===== config.mk =====
export PLATFORM = sky130hd
export DESIGN_NAME = vefe_seq_flat
export DESIGN_NICKNAME = d
export VERILOG_FILES = /design/src/design/vefe_pkg.sv /design/src/design/vefe_cmd_if.sv /design/src/design/vefe_face_if.sv /design/src/design/vefe_seq.sv /design/src/flat_wrapper.sv
export SDC_FILE = /design/constraint.sdc
export NUM_CORES = 1
export LEC_CHECK = 0
export ABC_AREA = 1
export BUFFER_PORTS_ARGS = -buffer_cell sky130_fd_sc_hd__buf_2
export CAP_MARGIN = 0
export CORE_AREA = 8 8 134 136
export CTS_CLUSTER_DIAMETER = 50
export CTS_CLUSTER_SIZE = 30
export DETAILED_ROUTE_END_ITERATION = 8
export DIE_AREA = 0 0 142 144
export PLACE_DENSITY_LB_ADDON = 0.12
export SYNTH_ARGS = -nofsm -noshare
export SYNTH_HDL_FRONTEND = slang
export SYNTH_SLANG_ARGS = --single-unit

===== constraint.sdc =====
create_clock -name clk -period 12.2 [get_ports clk]
set_input_delay 1.83 -clock clk [delete_from_list [all_inputs] [get_ports clk]]
set_output_delay 1.83 -clock clk [all_outputs]
set_load 0.01 [all_outputs]

===== src/design/vefe_pkg.sv =====
package vefe_pkg;

	// Default sizes of the occupancy grid and the colour palette.
	localparam int unsigned GRID_SIDE_DEF     = 32;
	localparam int unsigned PALETTE_DEPTH_DEF = 256;

	// Command modes.
	localparam logic [1:0] MODE_OCC   = 2'd0;
	localparam logic [1:0] MODE_PAL   = 2'd1;
	localparam logic [1:0] MODE_QUERY = 2'd2;

	// Face codes in the order the neighbors are tested.
	localparam logic [2:0] FACE_YP   = 3'd0;
	localparam logic [2:0] FACE_YN   = 3'd1;
	localparam logic [2:0] FACE_ZP   = 3'd2;
	localparam logic [2:0] FACE_ZN   = 3'd3;
	localparam logic [2:0] FACE_XP   = 3'd4;
	localparam logic [2:0] FACE_XN   = 3'd5;
	localparam logic [2:0] FACE_NONE = 3'd6;

	// Number of neighbors tested per query.
	localparam int unsigned FACE_COUNT = 6;

	// Access request to the occupancy memory.
	typedef struct packed {
		logic en;
		logic we;
		logic wbit;
	} occ_req_t;

	// Access request to the palette memory.
	typedef struct packed {
		logic        we;
		logic        re;
		logic [7:0]  slot;
		logic [23:0] wdata;
	} pal_req_t;

endpackage


===== src/design/vefe_cmd_if.sv =====
interface vefe_cmd_if;
	logic        valid;
	logic        ready;
	logic [1:0]  mode;
	logic [4:0]  pos_x;
	logic [4:0]  pos_y;
	logic [4:0]  pos_z;
	logic        occupied;
	logic [7:0]  color_index;
	logic [7:0]  palette_slot;
	logic [23:0] palette_rgb;

	modport source (
		output valid, mode, pos_x, pos_y, pos_z, occupied, color_index,
			palette_slot, palette_rgb,
		input  ready
	);

	modport sink (
		input  valid, mode, pos_x, pos_y, pos_z, occupied, color_index,
			palette_slot, palette_rgb,
		output ready
	);
endinterface


===== src/design/vefe_face_if.sv =====
interface vefe_face_if;
	logic       valid;
	logic       ready;
	logic [2:0] face_code;
	logic [4:0] vertex_base;
	logic [7:0] red;
	logic [7:0] green;
	logic [7:0] blue;
	logic [4:0] place_x;
	logic [4:0] place_y;
	logic [4:0] place_z;
	logic       last;

	modport source (
		output valid, face_code, vertex_base, red, green, blue,
			place_x, place_y, place_z, last,
		input  ready
	);

	modport sink (
		input  valid, face_code, vertex_base, red, green, blue,
			place_x, place_y, place_z, last,
		output ready
	);
endinterface


===== src/design/vefe_seq.sv =====
module vefe_seq #(
	parameter int unsigned GRID_SIDE = vefe_pkg::GRID_SIDE_DEF
) (
	input  logic                              clk,
	input  logic                              arst_n,
	vefe_cmd_if.sink                          cmd,
	vefe_face_if.source                       face,
	output vefe_pkg::occ_req_t                occ_req,
	output logic [$clog2(GRID_SIDE**3)-1:0]   occ_addr,
	input  logic                              occ_rdata,
	input  logic                              grid_busy,
	output vefe_pkg::pal_req_t                pal_req,
	input  logic [23:0]                       pal_rdata
);
	import vefe_pkg::*;

	localparam int unsigned AW      = $clog2(GRID_SIDE**3);
	localparam int unsigned SIDE_SQ = GRID_SIDE * GRID_SIDE;

	localparam logic [1:0] ST_IDLE = 2'd0;
	localparam logic [1:0] ST_READ = 2'd1;
	localparam logic [1:0] ST_WAIT = 2'd2;
	localparam logic [1:0] ST_EMIT = 2'd3;

	logic [1:0] state_q;
	logic [4:0] px_q, py_q, pz_q;
	logic [2:0] face_q;
	logic [5:0] mask_q;
	logic [2:0] cnt_q;

	logic       valid_s1;
	logic [2:0] face_s1;
	logic       in_s1;

	logic       out_valid_q;
	logic [2:0] face_code_q;
	logic [4:0] vertex_base_q;
	logic [23:0] rgb_q;
	logic [4:0] place_x_q;
	logic [4:0] place_y_q;
	logic [4:0] place_z_q;
	logic       last_q;

	logic       acc;
	logic       cmd_in_grid;
	logic [5:0] nx, ny, nz;
	logic       under;
	logic       n_in;
	logic [2:0] pick;
	logic       found;
	logic [5:0] rest;
	logic [2:0] rec_face;
	logic       rec_last;
	logic       load;

	// Linear cell address, z major, then y, then x.
	function automatic logic [AW-1:0] lin_addr(input logic [5:0] x, input logic [5:0] y,
			input logic [5:0] z);
		logic [31:0] s;
		s = 32'(z) * 32'(SIDE_SQ) + 32'(y) * 32'(GRID_SIDE) + 32'(x);
		return s[AW-1:0];
	endfunction

	assign cmd.ready = (state_q == ST_IDLE) && !grid_busy;
	assign acc       = cmd.valid && cmd.ready;

	assign cmd_in_grid = ({4'b0000, cmd.pos_x} < 9'(GRID_SIDE)) &&
		({4'b0000, cmd.pos_y} < 9'(GRID_SIDE)) &&
		({4'b0000, cmd.pos_z} < 9'(GRID_SIDE));

	// Neighbor coordinates for the face being read; off-grid neighbors skip the read.
	always_comb begin
		nx    = {1'b0, px_q};
		ny    = {1'b0, py_q};
		nz    = {1'b0, pz_q};
		under = 1'b0;
		case (face_q)
			FACE_YP: ny = ny + 6'd1;
			FACE_YN: begin
				under = (py_q == 5'd0);
				ny    = ny - 6'd1;
			end
			FACE_ZP: nz = nz + 6'd1;
			FACE_ZN: begin
				under = (pz_q == 5'd0);
				nz    = nz - 6'd1;
			end
			FACE_XP: nx = nx + 6'd1;
			FACE_XN: begin
				under = (px_q == 5'd0);
				nx    = nx - 6'd1;
			end
			default: ;
		endcase
		n_in = !under && ({3'b000, nx} < 9'(GRID_SIDE)) &&
			({3'b000, ny} < 9'(GRID_SIDE)) && ({3'b000, nz} < 9'(GRID_SIDE));
	end

	// Occupancy port: command writes while idle, neighbor reads during a query.
	always_comb begin
		if (state_q == ST_IDLE) begin
			occ_req.en   = acc && (cmd.mode == MODE_OCC) && cmd_in_grid;
			occ_req.we   = 1'b1;
			occ_addr     = lin_addr({1'b0, cmd.pos_x}, {1'b0, cmd.pos_y}, {1'b0, cmd.pos_z});
		end else begin
			occ_req.en   = (state_q == ST_READ) && n_in;
			occ_req.we   = 1'b0;
			occ_addr     = lin_addr(nx, ny, nz);
		end
		occ_req.wbit = cmd.occupied;
	end

	// Palette port: a write for palette commands, a read of the one-based index for queries.
	always_comb begin
		pal_req.we    = acc && (cmd.mode == MODE_PAL);
		pal_req.re    = acc && (cmd.mode == MODE_QUERY);
		pal_req.slot  = (cmd.mode == MODE_PAL) ? cmd.palette_slot : cmd.color_index - 8'd1;
		pal_req.wdata = cmd.palette_rgb;
	end

	// Next exposed face still to be sent, lowest face code first.
	always_comb begin
		pick  = 3'd0;
		found = 1'b0;
		for (int i = 0; i < FACE_COUNT; i++) begin
			if (!found && mask_q[i]) begin
				pick  = 3'(i);
				found = 1'b1;
			end
		end
		rest     = found ? (mask_q & ~(6'd1 << pick)) : 6'd0;
		rec_face = found ? pick : FACE_NONE;
		rec_last = (rest == 6'd0);
	end

	assign load = (state_q == ST_EMIT) && (!out_valid_q || face.ready);

	// Query sequencer.
	always_ff @(posedge clk or negedge arst_n) begin
		if (!arst_n) begin
			state_q  <= ST_IDLE;
			face_q   <= 3'd0;
			cnt_q    <= 3'd0;
			valid_s1 <= 1'b0;
		end else begin
			valid_s1 <= (state_q == ST_READ);
			case (state_q)
				ST_IDLE: begin
					if (acc && (cmd.mode == MODE_QUERY)) begin
						state_q <= ST_READ;
						face_q  <= 3'd0;
						cnt_q   <= 3'd0;
					end
				end
				ST_READ: begin
					face_q <= face_q + 3'd1;
					if (face_q == FACE_XN) begin
						state_q <= ST_WAIT;
					end
				end
				ST_WAIT: state_q <= ST_EMIT;
				ST_EMIT: begin
					if (load) begin
						cnt_q <= cnt_q + 3'd1;
						if (rec_last) begin
							state_q <= ST_IDLE;
						end
					end
				end
				default: state_q <= ST_IDLE;
			endcase
		end
	end

	// Query coordinates, read pipeline and exposed-face mask.
	always_ff @(posedge clk) begin
		if (acc) begin
			px_q <= cmd.pos_x;
			py_q <= cmd.pos_y;
			pz_q <= cmd.pos_z;
		end
		face_s1 <= face_q;
		in_s1   <= n_in;
		if (valid_s1) begin
			mask_q[face_s1] <= !(in_s1 && occ_rdata);
		end else if (load) begin
			mask_q <= rest;
		end
	end

	// Output register.
	always_ff @(posedge clk or negedge arst_n) begin
		if (!arst_n) begin
			out_valid_q <= 1'b0;
		end else if (load) begin
			out_valid_q <= 1'b1;
		end else if (face.ready) begin
			out_valid_q <= 1'b0;
		end
	end

	// The record keeps its own copy of the position, since a new command may be
	// taken while the final record still waits on the face side.
	always_ff @(posedge clk) begin
		if (load) begin
			face_code_q   <= rec_face;
			vertex_base_q <= {cnt_q, 2'b00};
			rgb_q         <= pal_rdata;
			place_x_q     <= px_q;
			place_y_q     <= pz_q;
			place_z_q     <= py_q;
			last_q        <= rec_last;
		end
	end

	assign face.valid       = out_valid_q;
	assign face.face_code   = face_code_q;
	assign face.vertex_base = vertex_base_q;
	assign face.red         = rgb_q[7:0];
	assign face.green       = rgb_q[15:8];
	assign face.blue        = rgb_q[23:16];
	assign face.place_x     = place_x_q;
	assign face.place_y     = place_y_q;
	assign face.place_z     = place_z_q;
	assign face.last        = last_q;

`ifndef SYNTHESIS
	// A query starts its neighbor reads at the lowest face.
	a_query_start: assert property (@(posedge clk) disable iff (!arst_n)
		(acc && (cmd.mode == MODE_QUERY)) |=> (state_q == ST_READ && face_q == 3'd0))
		else $error("query did not start reading at the first face");

	// The final record of a query returns the sequencer to idle.
	a_last_idle: assert property (@(posedge clk) disable iff (!arst_n)
		(load && rec_last) |=> (state_q == ST_IDLE))
		else $error("sequencer not idle after the final record");

	// No occupancy access competes with the clearing sweep.
	a_no_access_clear: assert property (@(posedge clk) disable iff (!arst_n)
		grid_busy |-> !occ_req.en)
		else $error("occupancy access during clearing sweep");

	// Read results arrive only while the neighbor reads are in flight.
	a_s1_window: assert property (@(posedge clk) disable iff (!arst_n)
		valid_s1 |-> (state_q == ST_READ || state_q == ST_WAIT))
		else $error("read result outside the read window");

	// A query never sends more records than it has faces.
	a_record_count: assert property (@(posedge clk) disable iff (!arst_n)
		(state_q == ST_EMIT) |-> (cnt_q < 3'd6))
		else $error("too many records for one query");
`endif

endmodule


===== src/flat_wrapper.sv =====
// flat-port wrapper written by rule: the top's interface ports become plain ports
module vefe_seq_flat import vefe_pkg::*;
#(
	parameter int unsigned GRID_SIDE = vefe_pkg::GRID_SIDE_DEF
)
  (clk, arst_n, occ_req, occ_addr, occ_rdata, grid_busy, pal_req, pal_rdata, cmd_valid, cmd_mode, cmd_pos_x, cmd_pos_y, cmd_pos_z, cmd_occupied, cmd_color_index, cmd_palette_slot, cmd_palette_rgb, cmd_ready, face_valid, face_face_code, face_vertex_base, face_red, face_green, face_blue, face_place_x, face_place_y, face_place_z, face_last, face_ready);
  vefe_cmd_if cmd_i ();
  vefe_face_if face_i ();
  input  logic clk;
  input  logic arst_n;
  output vefe_pkg::occ_req_t occ_req;
  output logic [$clog2(GRID_SIDE**3)-1:0] occ_addr;
  input  logic occ_rdata;
  input  logic grid_busy;
  output vefe_pkg::pal_req_t pal_req;
  input  logic [23:0] pal_rdata;
  input wire logic [$bits(cmd_i.valid)-1:0] cmd_valid;
  input wire logic [$bits(cmd_i.mode)-1:0] cmd_mode;
  input wire logic [$bits(cmd_i.pos_x)-1:0] cmd_pos_x;
  input wire logic [$bits(cmd_i.pos_y)-1:0] cmd_pos_y;
  input wire logic [$bits(cmd_i.pos_z)-1:0] cmd_pos_z;
  input wire logic [$bits(cmd_i.occupied)-1:0] cmd_occupied;
  input wire logic [$bits(cmd_i.color_index)-1:0] cmd_color_index;
  input wire logic [$bits(cmd_i.palette_slot)-1:0] cmd_palette_slot;
  input wire logic [$bits(cmd_i.palette_rgb)-1:0] cmd_palette_rgb;
  output wire logic [$bits(cmd_i.ready)-1:0] cmd_ready;
  output wire logic [$bits(face_i.valid)-1:0] face_valid;
  output wire logic [$bits(face_i.face_code)-1:0] face_face_code;
  output wire logic [$bits(face_i.vertex_base)-1:0] face_vertex_base;
  output wire logic [$bits(face_i.red)-1:0] face_red;
  output wire logic [$bits(face_i.green)-1:0] face_green;
  output wire logic [$bits(face_i.blue)-1:0] face_blue;
  output wire logic [$bits(face_i.place_x)-1:0] face_place_x;
  output wire logic [$bits(face_i.place_y)-1:0] face_place_y;
  output wire logic [$bits(face_i.place_z)-1:0] face_place_z;
  output wire logic [$bits(face_i.last)-1:0] face_last;
  input wire logic [$bits(face_i.ready)-1:0] face_ready;
  assign cmd_i.valid = cmd_valid;
  assign cmd_i.mode = cmd_mode;
  assign cmd_i.pos_x = cmd_pos_x;
  assign cmd_i.pos_y = cmd_pos_y;
  assign cmd_i.pos_z = cmd_pos_z;
  assign cmd_i.occupied = cmd_occupied;
  assign cmd_i.color_index = cmd_color_index;
  assign cmd_i.palette_slot = cmd_palette_slot;
  assign cmd_i.palette_rgb = cmd_palette_rgb;
  assign cmd_ready = cmd_i.ready;
  assign face_valid = face_i.valid;
  assign face_face_code = face_i.face_code;
  assign face_vertex_base = face_i.vertex_base;
  assign face_red = face_i.red;
  assign face_green = face_i.green;
  assign face_blue = face_i.blue;
  assign face_place_x = face_i.place_x;
  assign face_place_y = face_i.place_y;
  assign face_place_z = face_i.place_z;
  assign face_last = face_i.last;
  assign face_i.ready = face_ready;
  vefe_seq #(.GRID_SIDE(GRID_SIDE)) u_core (.clk(clk), .arst_n(arst_n), .cmd(cmd_i), .face(face_i), .occ_req(occ_req), .occ_addr(occ_addr), .occ_rdata(occ_rdata), .grid_busy(grid_busy), .pal_req(pal_req), .pal_rdata(pal_rdata));
endmodule

# After elaboration in Yosys (flattened, before gate mapping)
# Cells that the tools add are included.
# totals
regBits,81
latchBits,0
mem_bits_rw,0
romBits,0
inputBits,88
memories,0
# op_classes
addsub,13
n_mul,0
div_mod_pow,0
n_lt_le_gt_ge,5
eq_ne,14
shifts,1
muxes,35
n_bitwise,2
reduce_logical,41
# ops
cell,count
one-hot mux 6 bit (2 select lines),3
adder 5 x 1 -> 6 bit (second input constant),3
less-than comparator 6 bit (second input constant),3
2-to-1 mux 6 bit,3
subtractor 5 x 1 -> 6 bit (second input constant),3
logical AND 1 bit,17
adder 15 x 10 -> 15 bit,1
adder 15 x 11 -> 15 bit,1
adder 15 x 5 -> 15 bit,1
adder 15 x 6 -> 15 bit,1
zero test 5 bit,3
2-to-1 mux 15 bit,1
2-to-1 mux 2 bit,7
2-to-1 mux 3 bit,4
one-hot mux 3 bit (2 select lines),2
2-to-1 mux 1 bit,10
zero test 1 bit,9
2-to-1 mux 8 bit,1
one-hot mux 2 bit (4 select lines),1
nonzero test 2 bit,4
subtractor 8 x 1 -> 8 bit (second input constant),1
adder 3 x 1 -> 3 bit (second input constant),2
AND 6 bit,1
bitwise mux 6 bit,1
20 further kinds,28

# Logic depth before layout (Yosys ltp)
# Gate-level depths: netlist (run 1).
# logic_depth
word_depth,24
ltp_mapped,23
mapped_depth_nobuf,22

# Worst setup path before layout (run 1)
# OpenSTA, ideal clock, no wires.
# synth_path
path_type,in2reg
from,in face_ready
to,"reg u_core.mask_q[0], enable pin"
setup_ns,0.307
arrival_ns,4.787
setup_slack_ns,7.106
cell_stages,4
path_cell_list,inv_1 -> a21oi_1 -> nand2_1 -> nand2_1
# synth_via
elab_chain_len,3
# synth_rtl
item,line_no,text
start: declaration,flat_wrapper.sv:37,input wire logic [$bits(face_i.ready)-1:0] face_ready;
logical OR 1 bit,vefe_seq.sv:136,assign load = (state_q == ST_EMIT) && (!out_valid_q || face.ready);
logical AND 1 bit,vefe_seq.sv:136,
via u_core.load,vefe_seq.sv:54,logic load;
nonzero test 2 bit (no source line),--,
end signal: indexed assignment,vefe_seq.sv:185,mask_q[face_s1] <= !(in_s1 && occ_rdata);
end signal: assignment,vefe_seq.sv:187,mask_q <= rest;
end: declaration,vefe_seq.sv:28,logic [5:0] mask_q;
# The timed path passes the listed nets, and every way through them passes these cells.
# A chain may end at the register's enable or synchronous reset.

# Final worst setup path (run 1)
# layout_path
from,reg u_core.face_q[0]
to,out occ_addr[13]
# layout_via
elab_chain_len,5
# layout_rtl
item,line_no,text
start: declaration,vefe_seq.sv:27,logic [2:0] face_q;
start signal: assignment,vefe_seq.sv:156,face_q <= face_q + 3'd1;
== test 3 x 1 -> 1 bit (tied with other cells),vefe_seq.sv:77,case (face_q)
one-hot mux 6 bit (2 select lines),vefe_seq.sv:77,
adder 15 x 11 -> 15 bit,vefe_seq.sv:60,s = 32'(z) * 32'(SIDE_SQ) + 32'(y) * 32'(GRID_SIDE) + 32'(x);
adder 15 x 6 -> 15 bit (*),vefe_seq.sv:60,
2-to-1 mux 15 bit (*),vefe_seq.sv:101,if (state_q == ST_IDLE) begin
end: declaration,flat_wrapper.sv:12,output logic [$clog2(GRID_SIDE**3)-1:0] occ_addr;
# Mark *: on every way between the ends. The rest lies on a longest branch, timed or not.

==> results of run 1 <==
routing by layer:
metal  wire length (µm)  GRT usage [%]
met5                  0              0
met4                306          6.557
met3                736          3.136
met2               5512          19.41
met1               5412          13.96
report_power, final:
group | internal, µW | leakage, µW | switching, µW
registers | 413 | 0.000783 | 42.2
clock network | 181 | 0.000153 | 113
logic | 211 | 0.00167 | 396
total | 806 | 0.00260 | 551
state kept, by name, summed over array words and instances (netlist names):
| signal | cells |
|---|---|
| u_core.cnt_q | 3 |
| u_core.face.face_code | 3 |
| u_core.face.last | 1 |
| u_core.face.place_x | 5 |
| u_core.face.place_y | 5 |
| u_core.face.place_z | 5 |
| u_core.face.valid | 1 |
| u_core.face.vertex_base | 3 |
| u_core.face_q | 3 |
| u_core.face_s1 | 3 |
| u_core.in_s1 | 1 |
| u_core.mask_q | 6 |
| u_core.px_q | 5 |
| u_core.py_q | 5 |
| u_core.pz_q | 5 |
| u_core.rgb_q | 24 |
| u_core.state_q | 2 |
| u_core.valid_s1 | 1 |
final timing paths:
path | slack (ps) | startpoint | endpoint
min in group asynchronous | 1350 | arst_n | u_core.face.valid
setup reg to reg | 9030 | u_core.state_q[0] | u_core.state_q[0]
max in group asynchronous | 10650 | arst_n | u_core.cnt_q[2]
setup / recovery | 7060 | u_core.face_q[0] | occ_addr[13]
hold reg to reg | 430 | u_core.face_q[1] | u_core.face_s1[1]
hold / removal | 430 | u_core.face_q[1] | u_core.face_s1[1]
per-stage QoR:
step	instances	utilization, %	hold slack, ps	instance area, µm²
final	830	34.73	428.9	5575
after global routing	830	34.73	451.1	5575
after CTS	830	34.73	432.5	5575
after floorplan	488	-	394.6	4489
after global placement	814	32.69	413.0	5249
after detailed placement	814	32.69	418.3	5249
cells in the final DEF (no fill, tap or decap), drive strengths merged, types with 3 or more instances in the layout:
cell	count
a21oi	22
a31oi	3
buf	139
clkbuf	9
dfrtp	10
dfxtp	4
edfxtp	67
ha	20
inv	59
nand2	118
nand3	34
nand3b	3
nand4	5
nor2	44
nor3	4
o21a	4
o21ai	28
o22ai	7
or2	4
xnor2	5
xor2	10
logic make-up (layout without fill, tap and decap cells):
family	Yosys count	after routing	share of synthesized area, %
simple gates	213	213	20.36
buf+inv	89	211	9.819
flops	81	81	52.22
compound gates	67	67	8.564
fa+ha+maj	21	21	6.025
xor+xnor	15	15	2.929
other cells	1	2	0.08360
worst register-to-register path: stages (launching register included):
cell,delay (ps)
dfrtp_1,400
inv_1,110
ha_1,150
buf_4,260
inv_2,190
nor2_2,120
nand2_1,90
inv_1,490
nand3_1,200
nand2_1,240
o21ai_1,200
a21oi_1,210
o21ai_1,150
nor3_1,170
a21oi_1,60
final cells by class:
type	count	area, µm²
Multi-Input combinational cell	318	1718
Inverter	56	212.7
Tap cell	220	275.3
Clock inverter	7	101.3
Clock buffer	9	225.2
Fill cell	1687	10480
Sequential cell	81	2342
Timing Repair Buffer	139	700.7
==> results by group, run 1 <==
Route
  – DRT antenna net count: 0
  – Initial DRC count: 155
  – Vias post-DR: 3,614
  – Detailed Routing Iterations Pass 1: 4
  – DR vias/cell: 4.354
  – WL per Instance: 14.42 µm
  – Remaining DRCs: 0
  – Final WL: 11,970 µm

Logic synthesis
  – Top-count cell post-synth: nand2_1
  – Average cell area after synthesis: 9.211 µm²
  – Synthesized cell area: 0.004486 mm²
  – Async SR Flop Fraction: 12.35%
  – Synth top cells by count: nand2_1 (112), edfxtp_1 (67), inv_1 (50)
  – Ranking of synthesized cells by area: edfxtp_1 (45%), nand2_1 (9.4%), dfrtp_1 (5.6%)
  – Top FF cell, synth: edfxtp_1
  – Gate Count Post-Synth: 487
  – Synth area leader: edfxtp_1
  – EDFF count, synth: 67
  – Netlist cell types: 38
  – Register area share after synthesis: 52.22%
  – Seq cells post-synth: 81
  – Synth warnings: 0
  – Yosys top cell area share: 44.85%

Place
  – Global placer's final weighted congestion: 0.8708
  – HPWL Detailed: 9761 µm
  – Pre-CTS setup slack: 7222 ps
  – I/O Buffers: 137

Die
  – Starting Density: 27.94%
  – Core Area: 0.01605 mm²
  – IO Pins: 190
  – Die footprint: 0.02045 mm²
  – Die H: 144 µm
  – Die Wd: 142 µm
  – Site row count: 47

Timing
  – Fmax: 0.1944 GHz
  – Part of the cycle the worst path needs: 42.16%
  – Min Clock Period, post-route: 5143 ps
  – Clock skew: 6.135 ps
  – Final Max Slew Viols: 0
  – Setup TNS: 0 ps
  – RSZ-0062 raised after global routing: false
  – Setup slack after layout: 7057 ps
  – Final hold violations: 0
  – Final setup fails: 0
  – Actual slew at the worst max-slew pin: 654.9 ps
  – Slew headroom: 56.29%

Clock tree
  – Clk sinks: 81
  – Cts-stage hold buffer count: 0
  – Postcts setup bufs: 0
  – H-tree Lvls: 3
  – CTS tree: done
  – Maximum root-to-sink buffer count: 2
  – Skew-Pair Late Insertion Delay: 340 ps
  – CTS root buf: clkbuf_16
  – Post_cts resized: 0
  – Clock slew at reported path FFs: 60 ps
  – Clock buffer count from CTS: 9

Worst setup path
  – Top cell by count, worst path: nand2_1
  – Crit Path Class: register to output port
  – Worst-path fanout max: 8
  – Critical Path AT: 3310 ps
  – Worst Path Required: 10,370 ps
  – CP Depth: 19
  – CP Capture Type: output port
  – Worst-case reg-to-reg path depth: 14
  – Cells along the critical path: ha_1, nand2_2, inv_1, or2_2, nand3_1, nand3_1, nand2_1, nand2_1, inv_1, ha_1, ha_1, nand2_1, inv_2, nand2_1, o21bai_1, nand3_1, nand3_1, nand2_1, buf_2
  – Startpoint types: register
  – Buf/Inv on CP: 4
  – Worst path max stage delay: 440 ps
  – CP delay by family, top: simple AND/OR/NAND/NOR gates
  – CP max-delay cell: dfrtp_1

Pwr
  – Cell Pwr Density: 243.4 mW/mm²
  – Lkg Pwr: 0.002602 µW
  – Design Power: 1357 µW
  – VDD IR-drop max: 0.07404 mV

GRT
  – Initial antenna violation count: 0
  – Number of global-route vias before repair: 3,701
  – Largest net degree at the start of global routing: 41
  – Gr ovfl total: 0
  – Total GRT Usage: 11.86%
  – Global-route wire length before repair: 18,770 µm

Finish
  – Layout area overhead: 24.30%
  – Net count, final: 714
  – N_diodes: 0
  – Layout cells sized above 1: 28.85%

Run
  – Max-cap viol count: 0

Run status
  – Status: completed

Worst hold path
  – Min-Delay Path Class: register to register
  – Cell depth of the worst hold path: 0
Note: power is estimated with default switching activity, not from simulation.
==> run 2, diff against run 1 <==
==> constraint.sdc (replaced) <==
create_clock -name clk -period 4.5 [get_ports clk]
set_input_delay 0.675 -clock clk [delete_from_list [all_inputs] [get_ports clk]]
set_output_delay 0.675 -clock clk [all_outputs]
set_load 0.01 [all_outputs]
==> run 2 against run 1 <==
Non-clock buffer count did not move. Global-route usage barely moved. First-iteration DRC count fell by 3.2%. Clock-buffer cell count did not move. Sequential cell count did not move. Hold slack got worse by 240 ps. Design area rose by 0.13%.
==> results by group, run 2 (synthesis results as in run 1) <==
Clock tree
  – Clk sinks: 81 (unchanged)
  – H-tree Lvls: 3 (unchanged)
  – Post_cts resized: 0 (unchanged)
  – Clock buffer count from CTS: 9 (unchanged)
  – CTS tree: done
  – CTS root buf: clkbuf_16
  – Postcts setup bufs: 0 (unchanged)
  – Cts-stage hold buffer count: 0 (unchanged)
  – Skew-Pair Late Insertion Delay: 340 ps (about the same)
  – Maximum root-to-sink buffer count: 2 (unchanged)
  – Clock slew at reported path FFs: 60 ps (about the same)

Route
  – Final WL: 12,200 µm (+1.9%)
  – Detailed Routing Iterations Pass 1: 4 (unchanged)
  – DRT antenna net count: 0 (unchanged)
  – DR vias/cell: 4.434 (+1.8%)
  – Remaining DRCs: 0 (unchanged)
  – Initial DRC count: 150 (-3.2%)
  – WL per Instance: 14.70 µm (+1.9%)
  – Vias post-DR: 3,680 (+1.8%)

Timing
  – Min Clock Period, post-route: 4022 ps
  – Setup TNS: 0 ps (unchanged)
  – Final Max Slew Viols: 0 (unchanged)
  – Final hold violations: 0 (unchanged)
  – Actual slew at the worst max-slew pin: 695.3 ps (+40.31 ps)
  – Final setup fails: 0 (unchanged)
  – Slew headroom: 53.60% (-2.7 points)
  – Clock skew: 9.324 ps (+3.189 ps)
  – Fmax: 0.2486 GHz
  – RSZ-0062 raised after global routing: false
  – Part of the cycle the worst path needs: 89.38%

Worst setup path
  – Top cell by count, worst path: nand2_1
  – Crit Path Class: register to output port
  – Reg2reg end: u_core.state_q[0]
  – Worst Path Required: 3830 ps (-6540 ps)
  – Worst R2R Start: u_core.state_q[0]
  – CP max-delay cell: dfrtp_1
  – Critical Path AT: 3350 ps (+40 ps)
  – R2r setup slk: 1350 ps (-7680 ps)
  – CP delay by family, top: adder cells
  – Worst-case reg-to-reg path depth: 14 (unchanged)
  – Cells along the critical path: inv_1, ha_1, o21ai_0, inv_1, nand3b_1, a21oi_1, nand2_1, inv_1, ha_1, ha_1, nand2_1, inv_2, nand2_1, o21bai_1, nand3_1, nand3_1, nand2_1, buf_2
  – Startpoint types: register
  – Buf/Inv on CP: 5 (+1)
  – Worst path max stage delay: 410 ps (-30 ps)
  – CP Capture Type: output port
  – Worst-path fanout max: 9 (+1)

Die
  – IO Pins: 190 (unchanged)
  – Die H: 144 µm (unchanged)
  – Starting Density: 27.94% (unchanged)
  – Site row count: 47 (unchanged)
  – Die footprint: 0.02045 mm² (unchanged)
  – Die Wd: 142 µm (unchanged)
  – Core Area: 0.01605 mm² (unchanged)

Finish
  – Max reg flops: 24 (unchanged)
  – Layout cells sized above 1: 28.85% (unchanged)
  – Net count, final: 714 (unchanged)
  – Top Registers: u_core.rgb_q: 24 flops, u_core.mask_q: 6 flops
  – Layout area overhead: 24.46%
  – Fillers: 1,698 (+0.65%)
  – Most common cell after layout, fill and taps aside: buf_2
  – FF+latch area: 0.002342 mm² (unchanged)
  – Fin cells: 830 (unchanged)
  – Commonest cells after routing, fill and taps aside: buf_2 (137), nand2_1 (112), edfxtp_1 (67)
  – Area of the multi-input gates: 0.001718 mm² (unchanged)
  – Largest Register: u_core.rgb_q
  – N_diodes: 0 (unchanged)

GRT
  – Global-route wire length before repair: 19,110 µm (+1.8%)
  – Initial antenna violation count: 0 (unchanged)
  – Number of global-route vias before repair: 3,774 (+2.0%)
  – Largest net degree at the start of global routing: 38 (-7.3%)
  – Gr ovfl total: 0 (unchanged)
  – Total GRT Usage: 11.90% (+0.035 points)

Place
  – I/O Buffers: 137 (unchanged)
  – HPWL Detailed: 9644 µm (-1.2%)
  – Global placer's final weighted congestion: 0.8158 (-6.3%)
  – Placed Instances: 814 (unchanged)

Pwr
  – Cell Pwr Density: 662.6 mW/mm² (+170%)
  – VDD IR-drop max: 0.2007 mV (+170%)
  – Design Power: 3699 µW (+170%)
  – Lkg Pwr: 0.002613 µW (+0.42%)

Run
  – Max-cap viol count: 0 (unchanged)

Run status
  – Status: completed

Worst hold path
  – Min-Delay Path Class: primary input to async pin
## run 2: how the worst max path moves through the flow
| stage | end | start | depth (start not counted) |
|---|---|---|---|
| 2_1_floorplan | u_core.mask_q[0] | face_ready | 4 |
| 3_3_place_gp | occ_addr[13] | u_core.face_q[1] | 18 |
| 3_5_place_dp | occ_addr[13] | u_core.face_q[1] | 18 |
| 4_1_cts | occ_addr[13] | u_core.face_q[1] | 18 |
| 5_1_grt | occ_addr[13] | u_core.face_q[1] | 18 |
| 6_report | occ_addr[13] | u_core.face_q[1] | 18 |
## run 2: stage by stage
stage / instance area (µm²) / util [%] / worst slack, ps / hold slack (ps)
after floorplan: 4489 / - / 560.6 / 379.4
after global placement: 5249 / 32.69 / 982.2 / 408.5
after detailed placement: 5249 / 32.69 / 865.8 / 429.0
after CTS: 5583 / 34.78 / 473.7 / 185.5
after global routing: 5583 / 34.78 / 116.0 / 197.6
final: 5583 / 34.78 / 477.7 / 186.5
## run 2: area by class of cell
class / instances / area share, %
well taps: 220 / 4.931
clock buffers: 9 / 4.034
multi-input cells: 318 / 30.77
repair buffers: 139 / 12.55
inverters: 56 / 3.810
clock inverters: 7 / 1.950
flip-flops and latches: 81 / 41.95
## run 2: power by group
group	internal, µW	total [µW]	switching (µW)
combinational	572	1630	1060
sequential	1120	1240	119
clock	498	826	328
total	2190	3700	1510
## run 2: worst reg2reg max path, stage by stage (launching register included)
cell     delay [ps]
dfrtp_1         410
inv_1           110
ha_1            150
buf_4           260
inv_2           200
nor2_2          130
nand2_1          90
inv_1           520
nand3_1         230
nand2_1         180
o21ai_1         150
a21oi_1         200
o21ai_1         160
nor3_1          170
a21oi_1          60
## run 2: routing by layer
layer  wire, µm  GRT usage [%]
met5          0              0
met4        282          5.483
met3        891          3.367
met2       5588          19.66
met1       5439          14.10
